$ cat src/fss_pkg.sv
// ----------------------------------------------------------------------------
// fss_pkg: shared types and constants of the fuzzy subsequence scorer
// Word formats, configuration indexes, end-of-text codes and byte helpers.
// ----------------------------------------------------------------------------
`default_nettype none

package fss_pkg;

    localparam int CFG_INDEX_W = 3;
    localparam int CFG_DATA_W  = 64;

    localparam logic [CFG_INDEX_W-1:0] CFG_QUERY_LENGTH = 3'd0;
    localparam logic [CFG_INDEX_W-1:0] CFG_QUERY_CHARS0 = 3'd1;
    localparam logic [CFG_INDEX_W-1:0] CFG_QUERY_CHARS1 = 3'd2;
    localparam logic [CFG_INDEX_W-1:0] CFG_QUERY_CHARS2 = 3'd3;
    localparam logic [CFG_INDEX_W-1:0] CFG_QUERY_CHARS3 = 3'd4;

    localparam int QLEN_CFG_W = 6;
    localparam int QCHARS_W   = 256;
    localparam int OFFSET_W   = 10;
    localparam int SCORE_W    = 12;
    localparam int RUN_W      = 6;
    localparam int COUNT_W    = 7;
    localparam int SLOT_W     = 6;
    localparam int LDIV_W     = 13;

    localparam logic [SCORE_W-1:0] SCORE_MAX     = 12'd4095;
    localparam logic [RUN_W-1:0]   RUN_MAX       = 6'd63;
    localparam logic [7:0]         BOUNDARY_ADD  = 8'd12;
    localparam logic [7:0]         RUN_BASE      = 8'd2;
    localparam logic [7:0]         RUN_STEP      = 8'd3;
    localparam logic [3:0]         PREFIX_BONUS  = 4'd8;

    localparam logic [1:0] END_EMPTY = 2'd0;
    localparam logic [1:0] END_FAIL  = 2'd1;
    localparam logic [1:0] END_OK    = 2'd2;

    localparam logic KIND_OFFSET = 1'b0;
    localparam logic KIND_SCORE  = 1'b1;

    typedef struct packed {
        logic [7:0] text_char;
        logic       char_present;
        logic       text_last;
    } text_t;

    typedef struct packed {
        logic                result_kind;
        logic [OFFSET_W-1:0] match_offset;
        logic [SCORE_W-1:0]  match_score;
        logic                run_last;
    } result_t;

    typedef struct packed {
        logic [1:0]         kind;
        logic               bank;
        logic [COUNT_W-1:0] count;
        logic [SCORE_W-1:0] sum;
        logic               prefix;
        logic [LDIV_W-1:0]  len_div;
    } desc_t;

    typedef struct packed {
        logic                en;
        logic                bank;
        logic [SLOT_W-1:0]   slot;
        logic [OFFSET_W-1:0] offset;
    } mem_wr_t;

    typedef struct packed {
        logic en;
        logic bank;
    } release_t;

    function automatic logic [7:0] fold(input logic [7:0] c);
        logic [7:0] r;
        r = c;
        if (c inside {[8'h41:8'h5A]})
        begin
            r = c + 8'd32;
        end
        return r;
    endfunction

    function automatic logic is_sep(input logic [7:0] c);
        return c inside {8'h20, 8'h5F, 8'h2D, 8'h2F, 8'h2E, 8'h3A};
    endfunction

    function automatic logic [7:0] query_byte(input logic [QCHARS_W-1:0] chars,
                                              input logic [6:0] idx);
        logic [7:0] r;
        r = 8'd0;
        if (idx < 7'd32)
        begin
            r = chars[idx[4:0]*8 +: 8];
        end
        return r;
    endfunction

endpackage

`default_nettype wire

$ cat src/fss_queue.sv
// ----------------------------------------------------------------------------
// fss_queue: two-entry descriptor queue
// Carries end-of-text descriptors from the front to the back.
// ----------------------------------------------------------------------------
`default_nettype none

module fss_queue
(
    input  wire logic           clk,
    input  wire logic           rst_n,
    input  wire logic           push,
    input  wire fss_pkg::desc_t push_data,
    input  wire logic           pop,
    output fss_pkg::desc_t      head,
    output logic                empty,
    output logic                full
);

    fss_pkg::desc_t entry_reg [2];
    logic           wr_ptr_reg;
    logic           wr_ptr_next;
    logic           rd_ptr_reg;
    logic           rd_ptr_next;
    logic [1:0]     count_reg;
    logic [1:0]     count_next;

    assign head  = entry_reg[rd_ptr_reg];
    assign empty = (count_reg == 2'd0);
    assign full  = (count_reg == 2'd2);

    always_comb
    begin
        wr_ptr_next = wr_ptr_reg ^ push;
        rd_ptr_next = rd_ptr_reg ^ pop;
        count_next  = count_reg + {1'b0, push} - {1'b0, pop};
    end

    always_ff @(posedge clk)
    begin
        if (push)
        begin
            entry_reg[wr_ptr_reg] <= push_data;
        end
    end

    always_ff @(posedge clk or negedge rst_n)
    begin
        if (!rst_n)
        begin
            wr_ptr_reg <= 1'b0;
            rd_ptr_reg <= 1'b0;
            count_reg  <= 2'd0;
        end
        else
        begin
            wr_ptr_reg <= wr_ptr_next;
            rd_ptr_reg <= rd_ptr_next;
            count_reg  <= count_next;
        end
    end

endmodule

`default_nettype wire

$ cat src/fss_front.sv
// ----------------------------------------------------------------------------
// fss_front: byte intake and running match state
// Holds the query, matches one text byte per cycle while not stalled, writes
// match offsets and posts an end-of-text descriptor.
// ----------------------------------------------------------------------------
`default_nettype none

module fss_front
#(
    parameter int MAX_QUERY = 32,
    parameter int MAX_TEXT  = 1024
)
(
    input  wire logic                                 clk,
    input  wire logic                                 rst_n,
    input  wire logic                                 cfg_write,
    input  wire logic [fss_pkg::CFG_INDEX_W-1:0]      cfg_index,
    input  wire logic [fss_pkg::CFG_DATA_W-1:0]       cfg_data,
    input  wire logic                                 text_valid,
    output logic                                      text_stall,
    input  wire fss_pkg::text_t                       text_word,
    input  wire fss_pkg::release_t                    rel,
    input  wire logic                                 q_full,
    output logic                                      q_push,
    output fss_pkg::desc_t                            q_data,
    output fss_pkg::mem_wr_t                          mem_wr
);

    localparam int QPW = $clog2(MAX_QUERY + 1);
    localparam int LW  = $clog2(MAX_TEXT + 1);

    logic [fss_pkg::QLEN_CFG_W-1:0] qlen_cfg_reg;
    logic [fss_pkg::QCHARS_W-1:0]   qchars_reg;
    logic [QPW-1:0]                 qpos_reg;
    logic [QPW-1:0]                 qpos_next;
    logic [fss_pkg::RUN_W-1:0]      run_reg;
    logic [fss_pkg::RUN_W-1:0]      run_next;
    logic                           boundary_reg;
    logic                           boundary_next;
    logic [fss_pkg::SCORE_W-1:0]    sum_reg;
    logic [fss_pkg::SCORE_W-1:0]    sum_next;
    logic [LW-1:0]                  len_reg;
    logic [LW-1:0]                  len_next;
    logic                           prefix_reg;
    logic                           prefix_next;
    logic                           bank_reg;
    logic                           bank_next;
    logic [1:0]                     busy_reg;
    logic [1:0]                     busy_next;

    logic [QPW-1:0]                 qlen;
    logic                           accept;
    logic                           take;
    logic [7:0]                     t;
    logic [7:0]                     qc;
    logic [7:0]                     qc0;
    logic                           active;
    logic                           hit;
    logic [7:0]                     add;
    logic [fss_pkg::SCORE_W:0]      sum_wide;
    logic [LW-1:0]                  pos;
    logic [QPW-1:0]                 qpos_upd;
    logic [fss_pkg::RUN_W-1:0]      run_upd;
    logic                           boundary_upd;
    logic [fss_pkg::SCORE_W-1:0]    sum_upd;
    logic [LW-1:0]                  len_upd;
    logic                           prefix_upd;

    always_comb
    begin
        if (int'(qlen_cfg_reg) > MAX_QUERY)
        begin
            qlen = QPW'(MAX_QUERY);
        end
        else
        begin
            qlen = QPW'(qlen_cfg_reg);
        end
    end

    assign text_stall = busy_reg[bank_reg] | q_full;
    assign accept     = text_valid & ~text_stall;
    assign take       = accept & text_word.char_present;

    always_comb
    begin
        t        = fss_pkg::fold(text_word.text_char);
        qc       = fss_pkg::fold(fss_pkg::query_byte(qchars_reg, 7'(qpos_reg)));
        qc0      = fss_pkg::fold(fss_pkg::query_byte(qchars_reg, 7'd0));
        active   = (qpos_reg < qlen);
        hit      = active && (t == qc);
        if (boundary_reg)
        begin
            add = fss_pkg::BOUNDARY_ADD;
        end
        else
        begin
            add = fss_pkg::RUN_BASE + 8'(run_reg) * fss_pkg::RUN_STEP;
        end
        sum_wide = {1'b0, sum_reg} + (fss_pkg::SCORE_W + 1)'(add);
        if (len_reg > LW'(MAX_TEXT - 1))
        begin
            pos = LW'(MAX_TEXT - 1);
        end
        else
        begin
            pos = len_reg;
        end

        qpos_upd     = qpos_reg;
        run_upd      = run_reg;
        boundary_upd = boundary_reg;
        sum_upd      = sum_reg;
        len_upd      = len_reg;
        prefix_upd   = prefix_reg;

        if (take)
        begin
            if ((len_reg == '0) && (qlen != '0) && (t == qc0))
            begin
                prefix_upd = 1'b1;
            end
            if (hit)
            begin
                qpos_upd     = qpos_reg + 1'b1;
                boundary_upd = 1'b0;
                if (sum_wide > (fss_pkg::SCORE_W + 1)'(fss_pkg::SCORE_MAX))
                begin
                    sum_upd = fss_pkg::SCORE_MAX;
                end
                else
                begin
                    sum_upd = sum_wide[fss_pkg::SCORE_W-1:0];
                end
                if (run_reg < fss_pkg::RUN_MAX)
                begin
                    run_upd = run_reg + 1'b1;
                end
            end
            else if (active)
            begin
                boundary_upd = fss_pkg::is_sep(t);
                run_upd      = '0;
            end
            if (len_reg < LW'(MAX_TEXT))
            begin
                len_upd = len_reg + 1'b1;
            end
        end
    end

    always_comb
    begin
        mem_wr.en     = take & hit;
        mem_wr.bank   = bank_reg;
        mem_wr.slot   = fss_pkg::SLOT_W'(qpos_reg);
        mem_wr.offset = fss_pkg::OFFSET_W'(pos);

        q_push         = accept & text_word.text_last;
        q_data.bank    = bank_reg;
        q_data.sum     = sum_upd;
        q_data.prefix  = prefix_upd;
        q_data.len_div = fss_pkg::LDIV_W'(len_upd >> 4);
        q_data.count   = '0;
        if (qlen == '0)
        begin
            q_data.kind = fss_pkg::END_EMPTY;
        end
        else if (qpos_upd < qlen)
        begin
            q_data.kind = fss_pkg::END_FAIL;
        end
        else
        begin
            q_data.kind  = fss_pkg::END_OK;
            q_data.count = fss_pkg::COUNT_W'(qpos_upd);
        end
    end

    always_comb
    begin
        busy_next = busy_reg;
        if (rel.en)
        begin
            busy_next[rel.bank] = 1'b0;
        end
        bank_next = bank_reg;
        if (q_push)
        begin
            busy_next[bank_reg] = 1'b1;
            bank_next           = ~bank_reg;
            qpos_next           = '0;
            run_next            = '0;
            boundary_next       = 1'b1;
            sum_next            = '0;
            len_next            = '0;
            prefix_next         = 1'b0;
        end
        else
        begin
            qpos_next     = qpos_upd;
            run_next      = run_upd;
            boundary_next = boundary_upd;
            sum_next      = sum_upd;
            len_next      = len_upd;
            prefix_next   = prefix_upd;
        end
    end

    always_ff @(posedge clk or negedge rst_n)
    begin
        if (!rst_n)
        begin
            qlen_cfg_reg <= '0;
            qchars_reg   <= '0;
        end
        else if (cfg_write)
        begin
            case (cfg_index)
                fss_pkg::CFG_QUERY_LENGTH: qlen_cfg_reg <= cfg_data[fss_pkg::QLEN_CFG_W-1:0];
                fss_pkg::CFG_QUERY_CHARS0: qchars_reg[63:0]    <= cfg_data;
                fss_pkg::CFG_QUERY_CHARS1: qchars_reg[127:64]  <= cfg_data;
                fss_pkg::CFG_QUERY_CHARS2: qchars_reg[191:128] <= cfg_data;
                fss_pkg::CFG_QUERY_CHARS3: qchars_reg[255:192] <= cfg_data;
                default: ;
            endcase
        end
    end

    always_ff @(posedge clk or negedge rst_n)
    begin
        if (!rst_n)
        begin
            qpos_reg     <= '0;
            run_reg      <= '0;
            boundary_reg <= 1'b1;
            sum_reg      <= '0;
            len_reg      <= '0;
            prefix_reg   <= 1'b0;
            bank_reg     <= 1'b0;
            busy_reg     <= 2'b00;
        end
        else
        begin
            qpos_reg     <= qpos_next;
            run_reg      <= run_next;
            boundary_reg <= boundary_next;
            sum_reg      <= sum_next;
            len_reg      <= len_next;
            prefix_reg   <= prefix_next;
            bank_reg     <= bank_next;
            busy_reg     <= busy_next;
        end
    end

endmodule

`default_nettype wire

$ cat src/fss_back.sv
// ----------------------------------------------------------------------------
// fss_back: offset memory and result sequencer
// Finishes the score of a text, reads its offsets from the banked memory
// and delivers offset words followed by the score word.
// ----------------------------------------------------------------------------
`default_nettype none

module fss_back
#(
    parameter int MAX_QUERY = 32
)
(
    input  wire logic             clk,
    input  wire logic             rst_n,
    input  wire fss_pkg::mem_wr_t mem_wr,
    input  wire fss_pkg::desc_t   q_head,
    input  wire logic             q_empty,
    output logic                  q_pop,
    output fss_pkg::release_t     rel,
    output logic                  result_valid,
    input  wire logic             result_stall,
    output fss_pkg::result_t      result_word
);

    localparam int IDXW = (MAX_QUERY > 1) ? $clog2(MAX_QUERY) : 1;

    logic [fss_pkg::OFFSET_W-1:0] mem [2][MAX_QUERY];
    logic [fss_pkg::OFFSET_W-1:0] mem_q_reg;

    logic                          cur_valid_reg;
    logic                          cur_valid_next;
    logic                          cur_bank_reg;
    logic [fss_pkg::COUNT_W-1:0]   cur_count_reg;
    logic [fss_pkg::SCORE_W-1:0]   cur_score_reg;
    logic [fss_pkg::COUNT_W-1:0]   issue_reg;
    logic [fss_pkg::COUNT_W-1:0]   issue_next;
    logic                          rd_pend_reg;
    logic                          rd_pend_next;
    logic                          out_valid_reg;
    logic                          out_valid_next;
    fss_pkg::result_t              out_word_reg;
    fss_pkg::result_t              out_word_next;

    logic                          out_free;
    logic                          move;
    logic                          issue;
    logic                          finish;
    logic signed [14:0]            s_wide;
    logic [fss_pkg::SCORE_W-1:0]   score_new;

    assign result_valid = out_valid_reg;
    assign result_word  = out_word_reg;

    assign q_pop    = ~cur_valid_reg & ~q_empty;
    assign out_free = ~out_valid_reg | ~result_stall;
    assign move     = rd_pend_reg & out_free;
    assign issue    = cur_valid_reg & (issue_reg < cur_count_reg) & (~rd_pend_reg | move);
    assign finish   = cur_valid_reg & (issue_reg == cur_count_reg) & ~rd_pend_reg & out_free;

    assign rel.en   = finish;
    assign rel.bank = cur_bank_reg;

    always_comb
    begin
        s_wide = 15'(signed'({1'b0, q_head.sum}))
               + (q_head.prefix ? 15'(fss_pkg::PREFIX_BONUS) : 15'sd0)
               - 15'(signed'({1'b0, q_head.len_div}));
        case (q_head.kind)
            fss_pkg::END_EMPTY: score_new = 12'd1;
            fss_pkg::END_FAIL:  score_new = 12'd0;
            fss_pkg::END_OK:
            begin
                if (s_wide < 15'sd1)
                begin
                    score_new = 12'd1;
                end
                else if (s_wide > 15'(fss_pkg::SCORE_MAX))
                begin
                    score_new = fss_pkg::SCORE_MAX;
                end
                else
                begin
                    score_new = s_wide[fss_pkg::SCORE_W-1:0];
                end
            end
            default: score_new = 12'd0;
        endcase
    end

    always_comb
    begin
        cur_valid_next = cur_valid_reg;
        issue_next     = issue_reg;
        if (q_pop)
        begin
            cur_valid_next = 1'b1;
            issue_next     = '0;
        end
        else if (finish)
        begin
            cur_valid_next = 1'b0;
        end
        else if (issue)
        begin
            issue_next = issue_reg + 1'b1;
        end

        rd_pend_next = issue | (rd_pend_reg & ~move);

        out_valid_next = out_valid_reg & result_stall;
        out_word_next  = out_word_reg;
        if (move)
        begin
            out_valid_next             = 1'b1;
            out_word_next.result_kind  = fss_pkg::KIND_OFFSET;
            out_word_next.match_offset = mem_q_reg;
            out_word_next.match_score  = '0;
            out_word_next.run_last     = 1'b0;
        end
        else if (finish)
        begin
            out_valid_next             = 1'b1;
            out_word_next.result_kind  = fss_pkg::KIND_SCORE;
            out_word_next.match_offset = '0;
            out_word_next.match_score  = cur_score_reg;
            out_word_next.run_last     = 1'b1;
        end
    end

    always_ff @(posedge clk)
    begin
        if (mem_wr.en)
        begin
            mem[mem_wr.bank][mem_wr.slot[IDXW-1:0]] <= mem_wr.offset;
        end
        if (issue)
        begin
            mem_q_reg <= mem[cur_bank_reg][issue_reg[IDXW-1:0]];
        end
    end

    always_ff @(posedge clk)
    begin
        out_word_reg <= out_word_next;
        if (q_pop)
        begin
            cur_bank_reg  <= q_head.bank;
            cur_count_reg <= q_head.count;
            cur_score_reg <= score_new;
        end
    end

    always_ff @(posedge clk or negedge rst_n)
    begin
        if (!rst_n)
        begin
            cur_valid_reg <= 1'b0;
            issue_reg     <= '0;
            rd_pend_reg   <= 1'b0;
            out_valid_reg <= 1'b0;
        end
        else
        begin
            cur_valid_reg <= cur_valid_next;
            issue_reg     <= issue_next;
            rd_pend_reg   <= rd_pend_next;
            out_valid_reg <= out_valid_next;
        end
    end

endmodule

`default_nettype wire

$ cat src/fuzzy_subsequence_scorer.sv
// ----------------------------------------------------------------------------
// fuzzy_subsequence_scorer: streamed fuzzy subsequence match scorer
// Scores a configured query against a text streamed one byte per word.
//
// Configuration: write query_length and the four query character words
// through cfg_write/cfg_index/cfg_data while no text is in flight.
// Input channel text_*: one text byte per word; text_last ends a text, and
// char_present low with text_last high ends a text without a byte.
// Output channel result_*: on a full match, one offset word per query
// character, then the score word with run_last high; otherwise the score
// word alone.
// Throughput: one text byte per cycle while text_stall is low. The front
// holds two offset banks, so it stalls only while two finished texts still
// wait to be delivered. A text's descriptor is registered in the queue and
// its score word in the output register; offset words also pass the memory
// read register and follow at one word per cycle while result_stall is low.
// Reset clears the query registers, the running state and the descriptor queue.
// A stalled receiver holds the output register; the front keeps taking
// bytes until both banks are claimed.
// ----------------------------------------------------------------------------
`default_nettype none

module fuzzy_subsequence_scorer
#(
    parameter int MAX_QUERY = 32,
    parameter int MAX_TEXT  = 1024
)
(
    input  wire logic                            clk,
    input  wire logic                            rst_n,
    input  wire logic                            cfg_write,
    input  wire logic [fss_pkg::CFG_INDEX_W-1:0] cfg_index,
    input  wire logic [fss_pkg::CFG_DATA_W-1:0]  cfg_data,
    input  wire logic                            text_valid,
    output logic                                 text_stall,
    input  wire fss_pkg::text_t                  text_word,
    output logic                                 result_valid,
    input  wire logic                            result_stall,
    output fss_pkg::result_t                     result_word
);

    fss_pkg::desc_t    q_data;
    fss_pkg::desc_t    q_head;
    logic              q_push;
    logic              q_pop;
    logic              q_empty;
    logic              q_full;
    fss_pkg::mem_wr_t  mem_wr;
    fss_pkg::release_t rel;

    fss_front
    #(
        .MAX_QUERY (MAX_QUERY),
        .MAX_TEXT  (MAX_TEXT)
    )
    u_front
    (
        .clk        (clk),
        .rst_n      (rst_n),
        .cfg_write  (cfg_write),
        .cfg_index  (cfg_index),
        .cfg_data   (cfg_data),
        .text_valid (text_valid),
        .text_stall (text_stall),
        .text_word  (text_word),
        .rel        (rel),
        .q_full     (q_full),
        .q_push     (q_push),
        .q_data     (q_data),
        .mem_wr     (mem_wr)
    );

    fss_queue u_queue
    (
        .clk       (clk),
        .rst_n     (rst_n),
        .push      (q_push),
        .push_data (q_data),
        .pop       (q_pop),
        .head      (q_head),
        .empty     (q_empty),
        .full      (q_full)
    );

    fss_back
    #(
        .MAX_QUERY (MAX_QUERY)
    )
    u_back
    (
        .clk          (clk),
        .rst_n        (rst_n),
        .mem_wr       (mem_wr),
        .q_head       (q_head),
        .q_empty      (q_empty),
        .q_pop        (q_pop),
        .rel          (rel),
        .result_valid (result_valid),
        .result_stall (result_stall),
        .result_word  (result_word)
    );

endmodule

`default_nettype wire

$ cat config.mk
export PLATFORM = sky130hd
export DESIGN_NAME = fuzzy_subsequence_scorer
export DESIGN_NICKNAME = d
export VERILOG_FILES = /design/src/fss_pkg.sv /design/src/fss_queue.sv /design/src/fss_front.sv /design/src/fss_back.sv /design/src/fuzzy_subsequence_scorer.sv
export SDC_FILE = /design/constraint.sdc
export NUM_CORES = 1
export LEC_CHECK = 0
export ABC_AREA = 1
export BUFFER_PORTS_ARGS = -buffer_cell sky130_fd_sc_hd__buf_4
export CORE_MARGIN = 4
export CORE_UTILIZATION = 44
export DETAILED_ROUTE_END_ITERATION = 8
export GPL_ROUTABILITY_DRIVEN = 0
export GPL_TIMING_DRIVEN = 0
export SYNTH_ARGS = -nofsm -noshare
export SYNTH_HDL_FRONTEND = slang
export SYNTH_HIERARCHICAL = 1
export SYNTH_SLANG_ARGS = --single-unit
export TNS_END_PERCENT = 50
$ cat constraint.sdc
create_clock -name clk -period 11.9 [get_ports clk]
set_input_delay 3.57 -clock clk [delete_from_list [all_inputs] [get_ports clk]]
set_output_delay 3.57 -clock clk [all_outputs]
set_load 0.05 [all_outputs]
==> flow_summary.ini <==
[grt]
antenna_found_initial = 0
grt_pass1_wl_um = 231500
grt_overflow = 0
grt_use_total = 0.2683
grt_pass1_vias = 35298
grt_max_degree = 119

[final_layout]
final_nets = 5081
utilization = 0.5100
final_common_cell = nand2_1
largest_register_ff_count = 640
area_growth_pct = 15.27
n_fill_cell = 9862
mostFrequentLayoutCells = 825 x nand2_1, 752 x edfxtp_1, 659 x o21ai_0
layout-drive-gt1-share = 0.1237

[clock_tree]
cts_setup_buffers = 0
cts-root-buf = clkbuf_16
numClockSinks = 1082
cts_resized = 0
h-tree-depth = 3
cts_buffers = 111
clk_path_buf_depth = 3
cts_tree = done
clk_pin_slew_ns = 0.06
ctsHoldBuffers = 0
worst_skew_pair.late_latency_ns = 0.71

[drt]
viasPerCell = 5.754
via_count = 37079
routed_wl_um = 158400
drt_pass1_iterations = 6
drc = 0
first_iter_violations = 4647
antenna_left = 0
wl_per_cell_um = 24.58

[min_path]
hold_start = u_back/cur_score_reg[5]$_DFFE_PP_
hp-class = reg2reg

[yosys]
syn_avg_cell_area_um2 = 10.31
synth_cell_types = 59
synthArstFlopShare = 0.2921
syn_inst = 4663
synth_edf_count = 752
synth_area_um2 = 48090
synth_ff_type = edfxtp_1
ys_seq_area_frac = 0.6398
ys_seq_elements = 1082
yosys_warnings = 6

[power]
power_mw = 11.17
leakage_nw = 22.18
vdd.ir_drop.worst_mv = 0.1152
power_per_cell_area_nw_per_um2 = 201.5

[sta]
max_freq_mhz = 129.9
min_period_ns = 7.698
rsz0062_at_grt = no
skew_ns = 0.04601
tns_ns = 0
tightest_slew_ns = 1.409
slew_viol_final = 0
holdWs_ns = 0.4716
final_hold_viol_count = 0
layout_setup_ws_ns = 4.202
fin_crit_sh = 0.6469
setup_violations = 0
relSlewSlack = 0.05709

[floorplan]
start_util = 0.4424
io_pins = 108
rows = 121
dieArea_um2 = 114700
die_h_um = 338.6
core_area_um2 = 108700
die_w_um = 338.6

[setup_path]
crit_path_start_kind = primary input
worst-setup-path-type = in2reg
crit_chain = buf_4 > inv_1 > nand2_1 > nor3_1 > nand2_1 > nand3_1 > nor2_1 > nor2_1 > inv_1 > nand2_1 > nand2_1 > inv_1 > nand2_1 > nand2_1 > nand4_4 > inv_2 > buf_4 > inv_1 > nor3_1 > nand2_1 > nor2_1
worst_ep_required_time_ns = 12.18
cp_slowest_cell = nor2_1
startpoint = text_word[2]
cp_data_arrival_time_ns = 7.98
slowest_delay_ns = 1.08
cpMostUsedCell = nand2_1
cp_max_fo = 10
rr_startpoint = u_front/qpos_reg[0]$_DFF_PN0_
cp-end-kind = flop

[placed_design]
numPortBuffers = 107
hpwl_um = 109100
pre_cts_ws_ns = 3.809

[run_status]
status = finished, final reports clean

[flow_run]
maxCapViolCount = 0
-- final cells by class --
type                    count  area, µm²  area share
diodes                      1      2.502  0.00004514
multi-input cells        2935      14720      0.2656
flip-flops and latches   1082      30770      0.5551
well taps                1414       1769     0.03192
repair buffers            152       1476     0.02663
plain buffers             281       1469     0.02650
clock buffers             140       3009     0.05428
clock inverters            68      819.5     0.01478
inverters                 371       1395     0.02517
-- cells by family after synthesis --
kind of cell,count (synthesis),synth area share
other,1,0.00007797
flip-flops,1082,0.6398
AO/OA/AOI/OAI,1011,0.1208
XOR/XNOR,33,0.006010
AND/OR/NAND/NOR,1819,0.1564
adder cells (fa/ha/maj),65,0.01738
buffers and inverters,652,0.05955
-- critical path: cells and delay by family --
family / cells / cell delay, ns
AND/OR/NAND/NOR: 14 / 3.38
buffers and inverters: 7 / 0.98
-- final timing paths --
path	endpoint	cells past startpoint	slack (ns)
min reg2reg	u_back/result_word[6]$_SDFFE_PP0P_	2	0.47
max	u_back/mem[0][189]$_DFFE_PP_	21	4.20
min in group asynchronous	u_queue/wr_ptr_reg$_DFF_PN0_	1	2.65
max in group asynchronous	u_front/qchars_reg[113]$_DFFE_PN0P_	3	7.86
min	u_back/result_word[6]$_SDFFE_PP0P_	2	0.47
max reg2reg	u_back/mem[0][189]$_DFFE_PP_	21	5.61
-- Yosys cell counts (7+ instances only) --
master	instances	share of area
nand2_2	11	0.0014
ha_1	62	0.016
edfxtp_1	752	0.47
clkbuf_1	139	0.011
o21ai_1	44	0.0046
xor2_1	30	0.0055
o21ai_0	659	0.069
o221ai_1	111	0.020
nand4_1	19	0.0025
buf_4	38	0.0059
nor2_1	588	0.046
o21ai_2	30	0.0055
dfxtp_1	14	0.0058
dfrtp_1	315	0.16
buf_6	22	0.0052
nand2_1	834	0.065
nand3_2	7	0.0015
nor3_1	69	0.0072
o211ai_1	38	0.0059
nand3_1	243	0.025
o22ai_1	46	0.0060
a21oi_1	59	0.0061
nor2_2	20	0.0026
buf_2	75	0.0078
inv_2	17	0.0013
inv_1	350	0.027
-- power breakdown --
group | switching (mW) | total (mW) | internal [mW] | leakage, nW
combinational | 2.14 | 2.94 | 0.796 | 9.23
clock | 1.49 | 3.67 | 2.18 | 1.89
sequential | 0.161 | 4.57 | 4.41 | 11.1
-- through the flow --
step | cells | cell area (µm²)
2_1_floorplan | 4669 | 48110
3_3_place_gp | 6190 | 50690
3_5_place_dp | 6235 | 51600
4_1_cts | 6443 | 55430
5_1_grt | 6443 | 55430
6_report | 6444 | 55430
-- routing by layer --
metal  up-vias  part of all wire  track usage
met5         -                 0            0
met4         0             0.053       0.1281
li1      16629                 -            -
met3       444              0.10      0.04769
met2      2189              0.45       0.4156
met1     17817              0.40       0.3685
Power figures use the tool's default switching activity.
